### src/hw/rtl/palette_index_builder_core_macros.svh
// ----------------------------------------------------------------------------
// palette_index_builder_core_macros.svh
// Assertion macros used by the palette index builder search controller.
// ----------------------------------------------------------------------------
`ifndef PALETTE_INDEX_BUILDER_CORE_MACROS_SVH
`define PALETTE_INDEX_BUILDER_CORE_MACROS_SVH

// Condition holds at every clock edge outside reset.
`define PIB_ASSERT_HOLDS(label, clk, rstn, cond, msg) \
    label: assert property (@(posedge clk) disable iff (!rstn) (cond)) else $error(msg);

// Antecedent implies consequent in the same cycle.
`define PIB_ASSERT_IMPLIES(label, clk, rstn, ante, cons, msg) \
    label: assert property (@(posedge clk) disable iff (!rstn) (ante) |-> (cons)) \
        else $error(msg);

// Antecedent implies consequent in the next cycle.
`define PIB_ASSERT_NEXT(label, clk, rstn, ante, cons, msg) \
    label: assert property (@(posedge clk) disable iff (!rstn) (ante) |=> (cons)) \
        else $error(msg);

`endif

### src/hw/rtl/pib_pkg.sv
// ----------------------------------------------------------------------------
// pib_pkg
// Types, command codes and helpers shared by the palette index builder.
// ----------------------------------------------------------------------------
package pib_pkg;

    localparam int PIB_COLOR_W = 24;
    localparam int PIB_ADDR_W  = 8;
    localparam int PIB_COUNT_W = 9;

    typedef enum logic [1:0] {
        CMD_MAP   = 2'd0,
        CMD_CLEAR = 2'd1,
        CMD_READ  = 2'd2
    } cmd_t;

    // Palette memory access from the controller
    typedef struct packed {
        logic                   rd_en;
        logic [PIB_ADDR_W-1:0]  rd_addr;
        logic                   wr_en;
        logic [PIB_ADDR_W-1:0]  wr_addr;
        logic [PIB_COLOR_W-1:0] wr_data;
        logic                   clr;
    } mem_req_t;

    // One result item
    typedef struct packed {
        logic [PIB_ADDR_W-1:0]  color_index;
        logic                   palette_full;
        logic [PIB_COUNT_W-1:0] color_count;
        logic [PIB_COLOR_W-1:0] entry_color;
    } result_t;

    // Grayscale ramp: entry i holds i*0x010101
    function automatic logic [PIB_COLOR_W-1:0] ramp_color(input logic [PIB_ADDR_W-1:0] idx);
        ramp_color = {idx, idx, idx};
    endfunction

endpackage

### src/hw/rtl/pib_search_ctrl.sv
// ----------------------------------------------------------------------------
// pib_search_ctrl
// Command sequencer: linear palette search with one read per cycle, append
// on miss while room remains, clear and read-back. Holds the used-entry count.
// ----------------------------------------------------------------------------
`include "palette_index_builder_core_macros.svh"

module pib_search_ctrl #(
    parameter int PALETTE_DEPTH = 256
) (
    input  logic                                aclk,
    input  logic                                aresetn,
    input  logic                                s_valid,
    output logic                                s_ready,
    input  logic [1:0]                          command,
    input  logic [pib_pkg::PIB_COLOR_W-1:0]     pixel,
    input  logic [pib_pkg::PIB_ADDR_W-1:0]      entry_index,
    input  logic [pib_pkg::PIB_COLOR_W-1:0]     pixel_mask,
    output pib_pkg::mem_req_t                   mem_req,
    input  logic [pib_pkg::PIB_COLOR_W-1:0]     mem_rd_data,
    output logic                                res_valid,
    input  logic                                res_ready,
    output pib_pkg::result_t                    res
);
    import pib_pkg::*;

    localparam int IDX_W = (PALETTE_DEPTH > 1) ? $clog2(PALETTE_DEPTH) : 1;
    localparam int CNT_W = $clog2(PALETTE_DEPTH + 1);
    localparam logic [CNT_W-1:0] DEPTH_CNT = CNT_W'(PALETTE_DEPTH);

    typedef enum logic [2:0] {
        ST_IDLE,
        ST_SEARCH,
        ST_INSERT,
        ST_READ,
        ST_DONE
    } state_t;

    state_t                 state_reg;
    logic [CNT_W-1:0]       count_reg;
    logic [PIB_COLOR_W-1:0] pix_reg;
    logic [CNT_W-1:0]       issue_reg;
    logic                   cmp_valid_reg;
    logic [IDX_W-1:0]       cmp_idx_reg;
    logic                   cmp_last_reg;
    logic [PIB_ADDR_W-1:0]  idx_out_reg;
    logic [PIB_COLOR_W-1:0] entry_out_reg;

    cmd_t                   cmd;
    logic                   accept;
    logic                   issue_ok;
    logic                   hit;
    logic                   in_range;
    logic                   has_room;
    logic [CNT_W-1:0]       issue_inc;
    logic [CNT_W-1:0]       count_inc;

    assign cmd       = cmd_t'(command);
    assign s_ready   = (state_reg == ST_IDLE);
    assign accept    = s_valid && s_ready;
    assign issue_ok  = (issue_reg < count_reg);
    assign hit       = cmp_valid_reg && (mem_rd_data == pix_reg);
    assign in_range  = ({1'b0, entry_index} < PIB_COUNT_W'(PALETTE_DEPTH));
    assign has_room  = (count_reg < DEPTH_CNT);
    assign issue_inc = CNT_W'(issue_reg + CNT_W'(1));
    assign count_inc = CNT_W'(count_reg + CNT_W'(1));

    // Memory requests. Reads and the append never address the same entry in
    // one cycle: search reads stop below the count, the append writes at it.
    always_comb begin
        mem_req         = '0;
        mem_req.wr_addr = PIB_ADDR_W'(count_reg[IDX_W-1:0]);
        mem_req.wr_data = pix_reg;
        unique case (state_reg)
            ST_IDLE: begin
                if (accept && (cmd == CMD_READ) && in_range) begin
                    mem_req.rd_en   = 1'b1;
                    mem_req.rd_addr = entry_index;
                end
                if (accept && (cmd == CMD_CLEAR)) begin
                    mem_req.clr = 1'b1;
                end
            end
            ST_SEARCH: begin
                mem_req.rd_en   = issue_ok;
                mem_req.rd_addr = PIB_ADDR_W'(issue_reg[IDX_W-1:0]);
                mem_req.wr_en   = cmp_valid_reg && !hit && cmp_last_reg && has_room;
            end
            ST_INSERT: begin
                mem_req.wr_en = 1'b1;
            end
            default: begin
            end
        endcase
    end

    always_ff @(posedge aclk) begin
        if (!aresetn) begin
            state_reg     <= ST_IDLE;
            count_reg     <= '0;
            cmp_valid_reg <= 1'b0;
        end else begin
            unique case (state_reg)
                ST_IDLE: begin
                    if (accept) begin
                        idx_out_reg   <= '0;
                        entry_out_reg <= '0;
                        unique case (cmd)
                            CMD_MAP: begin
                                pix_reg       <= pixel & pixel_mask;
                                issue_reg     <= '0;
                                cmp_valid_reg <= 1'b0;
                                state_reg     <= (count_reg == '0) ? ST_INSERT : ST_SEARCH;
                            end
                            CMD_CLEAR: begin
                                count_reg <= '0;
                                state_reg <= ST_DONE;
                            end
                            CMD_READ: begin
                                state_reg <= in_range ? ST_READ : ST_DONE;
                            end
                            default: begin
                                state_reg <= ST_DONE;
                            end
                        endcase
                    end
                end
                ST_SEARCH: begin
                    // Issue one read per cycle, compare the one issued before
                    cmp_valid_reg <= issue_ok;
                    cmp_idx_reg   <= issue_reg[IDX_W-1:0];
                    cmp_last_reg  <= (issue_inc == count_reg);
                    if (issue_ok) begin
                        issue_reg <= issue_inc;
                    end
                    if (hit) begin
                        idx_out_reg   <= PIB_ADDR_W'(cmp_idx_reg);
                        cmp_valid_reg <= 1'b0;
                        state_reg     <= ST_DONE;
                    end else if (cmp_valid_reg && cmp_last_reg) begin
                        // Miss: append if there is room, else report index 0
                        if (has_room) begin
                            idx_out_reg <= PIB_ADDR_W'(count_reg[IDX_W-1:0]);
                            count_reg   <= count_inc;
                        end
                        cmp_valid_reg <= 1'b0;
                        state_reg     <= ST_DONE;
                    end
                end
                ST_INSERT: begin
                    count_reg <= count_inc;
                    state_reg <= ST_DONE;
                end
                ST_READ: begin
                    entry_out_reg <= mem_rd_data;
                    state_reg     <= ST_DONE;
                end
                ST_DONE: begin
                    if (res_ready) begin
                        state_reg <= ST_IDLE;
                    end
                end
                default: begin
                    state_reg <= ST_IDLE;
                end
            endcase
        end
    end

    assign res_valid        = (state_reg == ST_DONE);
    assign res.color_index  = idx_out_reg;
    assign res.palette_full = (count_reg == DEPTH_CNT);
    assign res.color_count  = PIB_COUNT_W'(count_reg);
    assign res.entry_color  = entry_out_reg;

    `PIB_ASSERT_HOLDS(a_count_range, aclk, aresetn, count_reg <= DEPTH_CNT, "count above depth")
    `PIB_ASSERT_IMPLIES(a_wr_at_tail, aclk, aresetn, mem_req.wr_en, (mem_req.wr_addr == PIB_ADDR_W'(count_reg[IDX_W-1:0])) && has_room, "append not at tail")
    `PIB_ASSERT_IMPLIES(a_no_rd_on_wr, aclk, aresetn, mem_req.wr_en, !mem_req.rd_en, "read during append")
    `PIB_ASSERT_NEXT(a_clear_empties, aclk, aresetn, accept && (cmd == CMD_CLEAR), count_reg == '0, "clear left entries")
    `PIB_ASSERT_IMPLIES(a_hit_in_range, aclk, aresetn, (state_reg == ST_SEARCH) && hit, CNT_W'(cmp_idx_reg) < count_reg, "hit beyond count")

endmodule
### config.mk
export PLATFORM = sky130hd
export DESIGN_NAME = pib_search_ctrl
export DESIGN_NICKNAME = d
export VERILOG_FILES = /design/src/hw/rtl/pib_pkg.sv /design/src/hw/rtl/pib_search_ctrl.sv
export VERILOG_INCLUDE_DIRS = /design/src /design/src/hw/rtl
export SDC_FILE = /design/constraint.sdc
export NUM_CORES = 1
export LEC_CHECK = 0
export ABC_AREA = 1
export BUFFER_PORTS_ARGS = -buffer_cell sky130_fd_sc_hd__buf_2
export CAP_MARGIN = 10
export CELL_PAD_IN_SITES_DETAIL_PLACEMENT = 1
export CELL_PAD_IN_SITES_GLOBAL_PLACEMENT = 1
export CORE_UTILIZATION = 29
export CTS_CLUSTER_SIZE = 25
export DETAILED_ROUTE_END_ITERATION = 7
export MAX_ROUTING_LAYER = met4
export PLACE_DENSITY = 0.67
export SLEW_MARGIN = 40
export SYNTH_ARGS = -nofsm -noshare
export SYNTH_HDL_FRONTEND = slang
export SYNTH_SLANG_ARGS = --single-unit
### constraint.sdc
create_clock -name aclk -period 3.1 [get_ports aclk]
set_clock_uncertainty 0.1 [all_clocks]
set_input_delay 0.31 -clock aclk [delete_from_list [all_inputs] [get_ports aclk]]
set_output_delay 0.31 -clock aclk [all_outputs]
set_load 0.01 [all_outputs]
==> impl_results.md, run 1 <==
- Status: finished, final reports clean
- Gr ovfl total: 0
- Drt drc: 0
- Post-synth cell types: 31
- Final #Nets: 800
- Fin cells: 918
- Post-CTS Setup Bufs: 0
- WHS Endpoint: pix_reg[14]
- Reg clk slew, reported paths: 0.07 ns
- Req. time, crit path: 2.69 ns
- Min cycle time layout: 2.70 ns
- Reg2reg start: pix_reg[16]
- Clock sinks: 87
- Layout cells sized above 1: 0.315
- Overall Global Routing Usage: 0.179
- Syn_area_per_cell: 8.86 sq um
- Longest Clk Path Bufs: 2
- Initial drt markers: 153
- Post-synth EDFFs: 74
- Main synth FF type: edfxtp_1
- Largest net degree at the start of global routing: 26
- Synth area leaders: edfxtp_1 (48%), nand2_1 (8.2%), inv_1 (7.1%)
- Antenna violations before repair: 0
- Die Ht: 128 um
- Worst vdd ir: 282 uV
- CP arrival: 2.29 ns
- # IOs: 173
- Cells after Synth: 522
- Initial core utilization: 0.301
- Largest fanout on the critical path: 8
- Hold slack: 0.113 ns
- Die area: 16500 sq um
- DP Cell Count: 902
- PD cells: 779 nW/um^2
- Synthesized cell area: 4630 sq um
- H-tree lvl count: 3
- DP Wirelength: 10.8 mm
- PortBufs: 172
- HP Class: input pin to flop
- Routed len/inst: 14.8 um
- Final period util: 0.872
- Post-CTS sizing: 0
- Post-synth top cells: nand2_1 (101), inv_1 (87), edfxtp_1 (74)
- Global-route wire length before repair: 21.6 mm
- Die X: 128 um
- Syn Nets: 620
- Core region area: 15400 sq um
- Pleak: 0.00297 uW
- Critical R2R Capture: idx_out_reg[3]
- Syn-to-layout area delta: 30.7%
- Finish-stage setup viols: 0
- Final Wtd Congestion: 0.827
- RSZ-0062 raised after global routing: false
- Core Rows: 45
- FF+latch count, synth: 87
- Max_cap viols: 0
- Hold_sp: pixel_mask[14]
- Hold Crit Depth: 3
- Warnings, synthesis: 0
- Num CTS Buffers: 9
- Worst Tran Pin Value: 0.778 ns
- Final wirelength: 13.5 mm
- R2R cell count: 11
- Rel. slew slack: 0.480
- Worst reg-to-reg setup slack: 0.73 ns
- ANT nets after route: 0
- CTS tree: built
- CP Launch Type: flop
- CP Capture Type: output pin
- Most frequent cell after synthesis: nand2_1
- Yosys top cell area share: 0.480
- Fmax: 370 MHz
- Hold bufs inserted after CTS: 0
- Root Buffer: clkbuf_16
- Routed vias: 4103
- Fraction of registers with async set/reset: 0
- Clock latency at the later pin of the worst-skew pair: 0.35 ns
- DR pass1 iterations: 4
- ANT cells: 0
- Dominant cell type by area after synthesis: edfxtp_1
- Kind of critical path: flop to output pin
- Via-to-Cell Ratio: 4.47
- Number of hold violations in the final report: 0
- Total Neg Setup Slack: 0 ns
- Sequential area share after synthesis: 0.537
- Vias in the first global route: 4269
- Max Slew Vio Count: 0
==> power breakdown <==
part	internal (uW)	switching, uW	total, uW
combinational	657	1230	1880
clock	549	470	1020
sequential	1620	182	1800
total	2830	1880	4710
==> final cells by class <==
class | count | area [sq um]
tap | 211 | 264
clock buffer | 10 | 229
timing repair buffer | 184 | 951
multi-input combinational | 320 | 1700
inverter | 100 | 375
sequential | 87 | 2480
fill | 1867 | 9330
clock inverter | 6 | 46.3
==> metal layers <==
| layer | track usage | part of all wire |
|---|---|---|
| met2 | 0.306 | 0.50 |
| met1 | 0.209 | 0.44 |
| met3 | 0.0271 | 0.036 |
| met5 | - | 0 |
| met4 | 0.0775 | 0.024 |
==> cell usage in the layout, fill, tap and decap left out, types with 12 or more instances in the layout <==
| master | synthesis | final |
|---|---|---|
| dfxtp_1 | 13 | 13 |
| a21oi_1 | 21 | 21 |
| inv_1 | 87 | 87 |
| nand2_1 | 101 | 101 |
| xor2_1 | 18 | 18 |
| o21ai_0 | 17 | 17 |
| edfxtp_1 | 74 | 74 |
| nand3_1 | 26 | 26 |
| nor2_1 | 73 | 73 |
| ha_1 | 12 | 12 |
| buf_4 | 8 | 12 |
| xnor2_1 | 12 | 12 |
| buf_2 | 2 | 172 |
==> logic make-up after synthesis <==
| kind of cell | after synthesis | share of synthesized area |
|---|---|---|
| xor+xnor | 30 | 0.0568 |
| fa+ha+maj | 12 | 0.0325 |
| compound gates | 49 | 0.0571 |
| simple gates | 229 | 0.217 |
| buf+inv | 115 | 0.100 |
| flops | 87 | 0.537 |
==> worst max-delay path: stages, from the launching register on <==
cell and delay (ns):
dfxtp_1 0.47, inv_1 0.16, ha_1 0.33, a21oi_1 0.15
o21ai_0 0.09, nand2_1 0.07, o2111ai_1 0.15, o21ai_0 0.33
buf_2 0.20
==> worst max path at each step <==
stage | cells after the start | to | start
after global placement | 14 | idx_out_reg[3] | mem_rd_data[20]
after global routing | 8 | mem_req[42] | count_reg[6]
after CTS | 8 | mem_req[42] | count_reg[2]
final | 8 | mem_req[42] | count_reg[2]
after floorplan | 3 | pix_reg[0] | aresetn
after detailed placement | 14 | idx_out_reg[6] | mem_rd_data[20]
==> per-stage QoR <==
| stage | util | setup WS, ns | cell area, sq um | total power (uW) |
|---|---|---|---|---|
| 6_report | 0.393 | 0.396 | 6040 | 4710 |
| 5_1_grt | 0.393 | 0.275 | 6040 | 5030 |
| 4_1_cts | 0.393 | 0.422 | 6040 | 4770 |
| 3_5_place_dp | 0.375 | 0.690 | 5770 | 3730 |
| 3_3_place_gp | 0.375 | 0.686 | 5770 | 3650 |
| 2_1_floorplan | - | 0.132 | 4630 | 2990 |
No activity file was read; power rests on OpenSTA's default activity.
==> run 2: changes to the inputs <==
--- a/config.mk
+++ b/config.mk
@@ -8,7 +8,6 @@
 export LEC_CHECK = 0
 export ABC_AREA = 1
 export BUFFER_PORTS_ARGS = -buffer_cell sky130_fd_sc_hd__buf_2
-export CAP_MARGIN = 10
 export CELL_PAD_IN_SITES_DETAIL_PLACEMENT = 1
 export CELL_PAD_IN_SITES_GLOBAL_PLACEMENT = 1
 export CORE_UTILIZATION = 29
==> constraint.sdc (replaced) <==
create_clock -name aclk -period 3.1 [get_ports aclk]
set_clock_uncertainty 0.1 [all_clocks]
set_input_delay 0.775 -clock aclk [delete_from_list [all_inputs] [get_ports aclk]]
set_output_delay 0.775 -clock aclk [all_outputs]
set_load 0.01 [all_outputs]
==> run 2 against run 1 <==
Sequential power about the same. Global-route usage rose by 0.52 points. Final area grew 1.7%. Combinational power increased by 5%. Utilization up 0.67 points. Via count up 1.4%. Sequential share of layout area shrank 0.67 points. Critical path type unchanged.
==> impl_results.md, run 2 (synthesized netlist as in run 1, its figures left out) <==
- Req. time, crit path: 2.22 ns
- R2R cell count: 8
- Syn-to-layout area delta: 32.9%
- Status: finished, final reports clean
- Critical Path Most Common Cell: inv_1
- RSZ-0062 raised after global routing: false
- Largest fanout on the critical path: 8
- Hold slack: 0.422 ns
- Root Buffer: clkbuf_16
- Final wirelength: 14.0 mm
- Most frequent cells in the layout: buf_2 (172), nand2_1 (101), inv_1 (87)
- Number of hold violations in the final report: 0
- CP Capture Type: output pin
- CTS tree: built
- Final design area excluding fillers: 6150 sq um
- Min cycle time layout: 2.91 ns
- Initial core utilization: 0.301
- Worst reg-to-reg setup slack: 0.78 ns
- CP arrival: 2.03 ns
- Kind of critical path: flop to output pin
- Crit path cell chain: inv_1 -> ha_1 -> inv_1 -> nor4_1 -> inv_1 -> nor2_1 -> buf_2
- Critical R2R Capture: issue_reg[0]
- Core Rows: 45
- Final period util: 0.938
- Core region area: 15400 sq um
- Rel. slew slack: 0.518
- Vias in the first global route: 4415
- Gr ovfl total: 0
- # IOs: 173
- Buffers & Inverters on Critical Path: 4
- CP max stage delay: 0.60 ns
- Clock latency at the later pin of the worst-skew pair: 0.35 ns
- Finish-stage setup viols: 0
- Final Util: 0.400
- Total Power: 4770 uW
- Routed len/inst: 15.0 um
- Max Slew Vio Count: 0
- H-tree lvl count: 3
- ANT cells: 0
- Routed vias: 4159
- ANT nets after route: 0
- PortBufs: 172
- End of the critical path: res[33]
- Pleak: 0.00303 uW
- Largest net degree at the start of global routing: 25
- Fmax: 344 MHz
- Via-to-Cell Ratio: 4.47
- Reg clk slew, reported paths: 0.06 ns
- CP Depth: 7
- Initial drt markers: 148
- Max_cap viols: 0
- DR pass1 iterations: 4
- Worst Tran Pin Value: 0.716 ns
- Reg2reg start: count_reg[4]
- Most common cell after layout, fill and taps aside: buf_2
- Final Wtd Congestion: 0.843
- CP Launch Type: flop
- Die X: 128 um
- Layout cells sized above 1: 0.328
- Area after DPL: 5840 sq um
- Longest Clk Path Bufs: 2
- Antenna violations before repair: 0
- HP Class: flop to flop
- Hold bufs inserted after CTS: 0
- Overall Global Routing Usage: 0.184
- Die Ht: 128 um
- Num CTS Buffers: 9
- Final #Nets: 813
- DP Wirelength: 11.1 mm
- Worst vdd ir: 361 uV
- Global-route wire length before repair: 22.4 mm
- Top Family by Delay on Critical Path: simple AND/OR/NAND/NOR gates
- Slowest CP cell: nor4_1
- PD cells: 776 nW/um^2
- Total Neg Setup Slack: 0 ns
- Die area: 16500 sq um
- Drt drc: 0
- CP startpoint: count_reg[0]
- Clock sinks: 87
-- run 2: worst min-delay path by stage --
stage	from	cells after the start	end
after global placement	cmp_valid_reg	2	cmp_valid_reg
after CTS	cmp_valid_reg	2	cmp_valid_reg
final	cmp_valid_reg	2	cmp_valid_reg
after global routing	cmp_valid_reg	2	cmp_valid_reg
after floorplan	issue_reg[6]	0	cmp_idx_reg[6]
after detailed placement	cmp_valid_reg	2	cmp_valid_reg
-- run 2: metrics by stage --
step | instances | setup slack, ns
2_1_floorplan | 522 | 0.324
3_3_place_gp | 910 | 0.252
3_5_place_dp | 910 | 0.236
4_1_cts | 926 | 0.0905
5_1_grt | 931 | 0.0652
6_report | 931 | 0.193
-- run 2: area by class of cell --
cell class | instances | area (sq um)
timing repair buffer | 197 | 1050
sequential | 87 | 2480
tap | 211 | 264
inverter | 100 | 375
clock inverter | 6 | 37.5
clock buffer | 10 | 229
fill | 1875 | 9220
multi-input combinational | 320 | 1710
-- run 2: per-layer routing --
metal	wire length, um	part of all wire	up-vias	GRT usage
met5	0	0	-	-
met4	238	0.017	0	0.0789
met3	470	0.034	19	0.0246
met2	7020	0.50	88	0.313
met1	6230	0.45	2003	0.218
li1	-	-	2049	-
-- run 2: tightest hold or removal path: cells and delay by family, from the launching register on --
| family | cells | cell delay, ns |
|---|---|---|
| AND/OR/NAND/NOR | 1 | 0.08 |
| flip-flops | 1 | 0.34 |
| AO/OA/AOI/OAI | 1 | 0.06 |
-- run 2: timing repair --
action | 4_1_cts | 5_1_grt
resized for setup | 0 | 2
endpoints found under the setup margin | 0 | 1
buffers inserted | 0 | 5
-- run 2: report_power, final --
group	switching, uW	internal [uW]	total [uW]
sequential	159	1620	1780
clock	467	539	1010
combinational	1270	713	1980
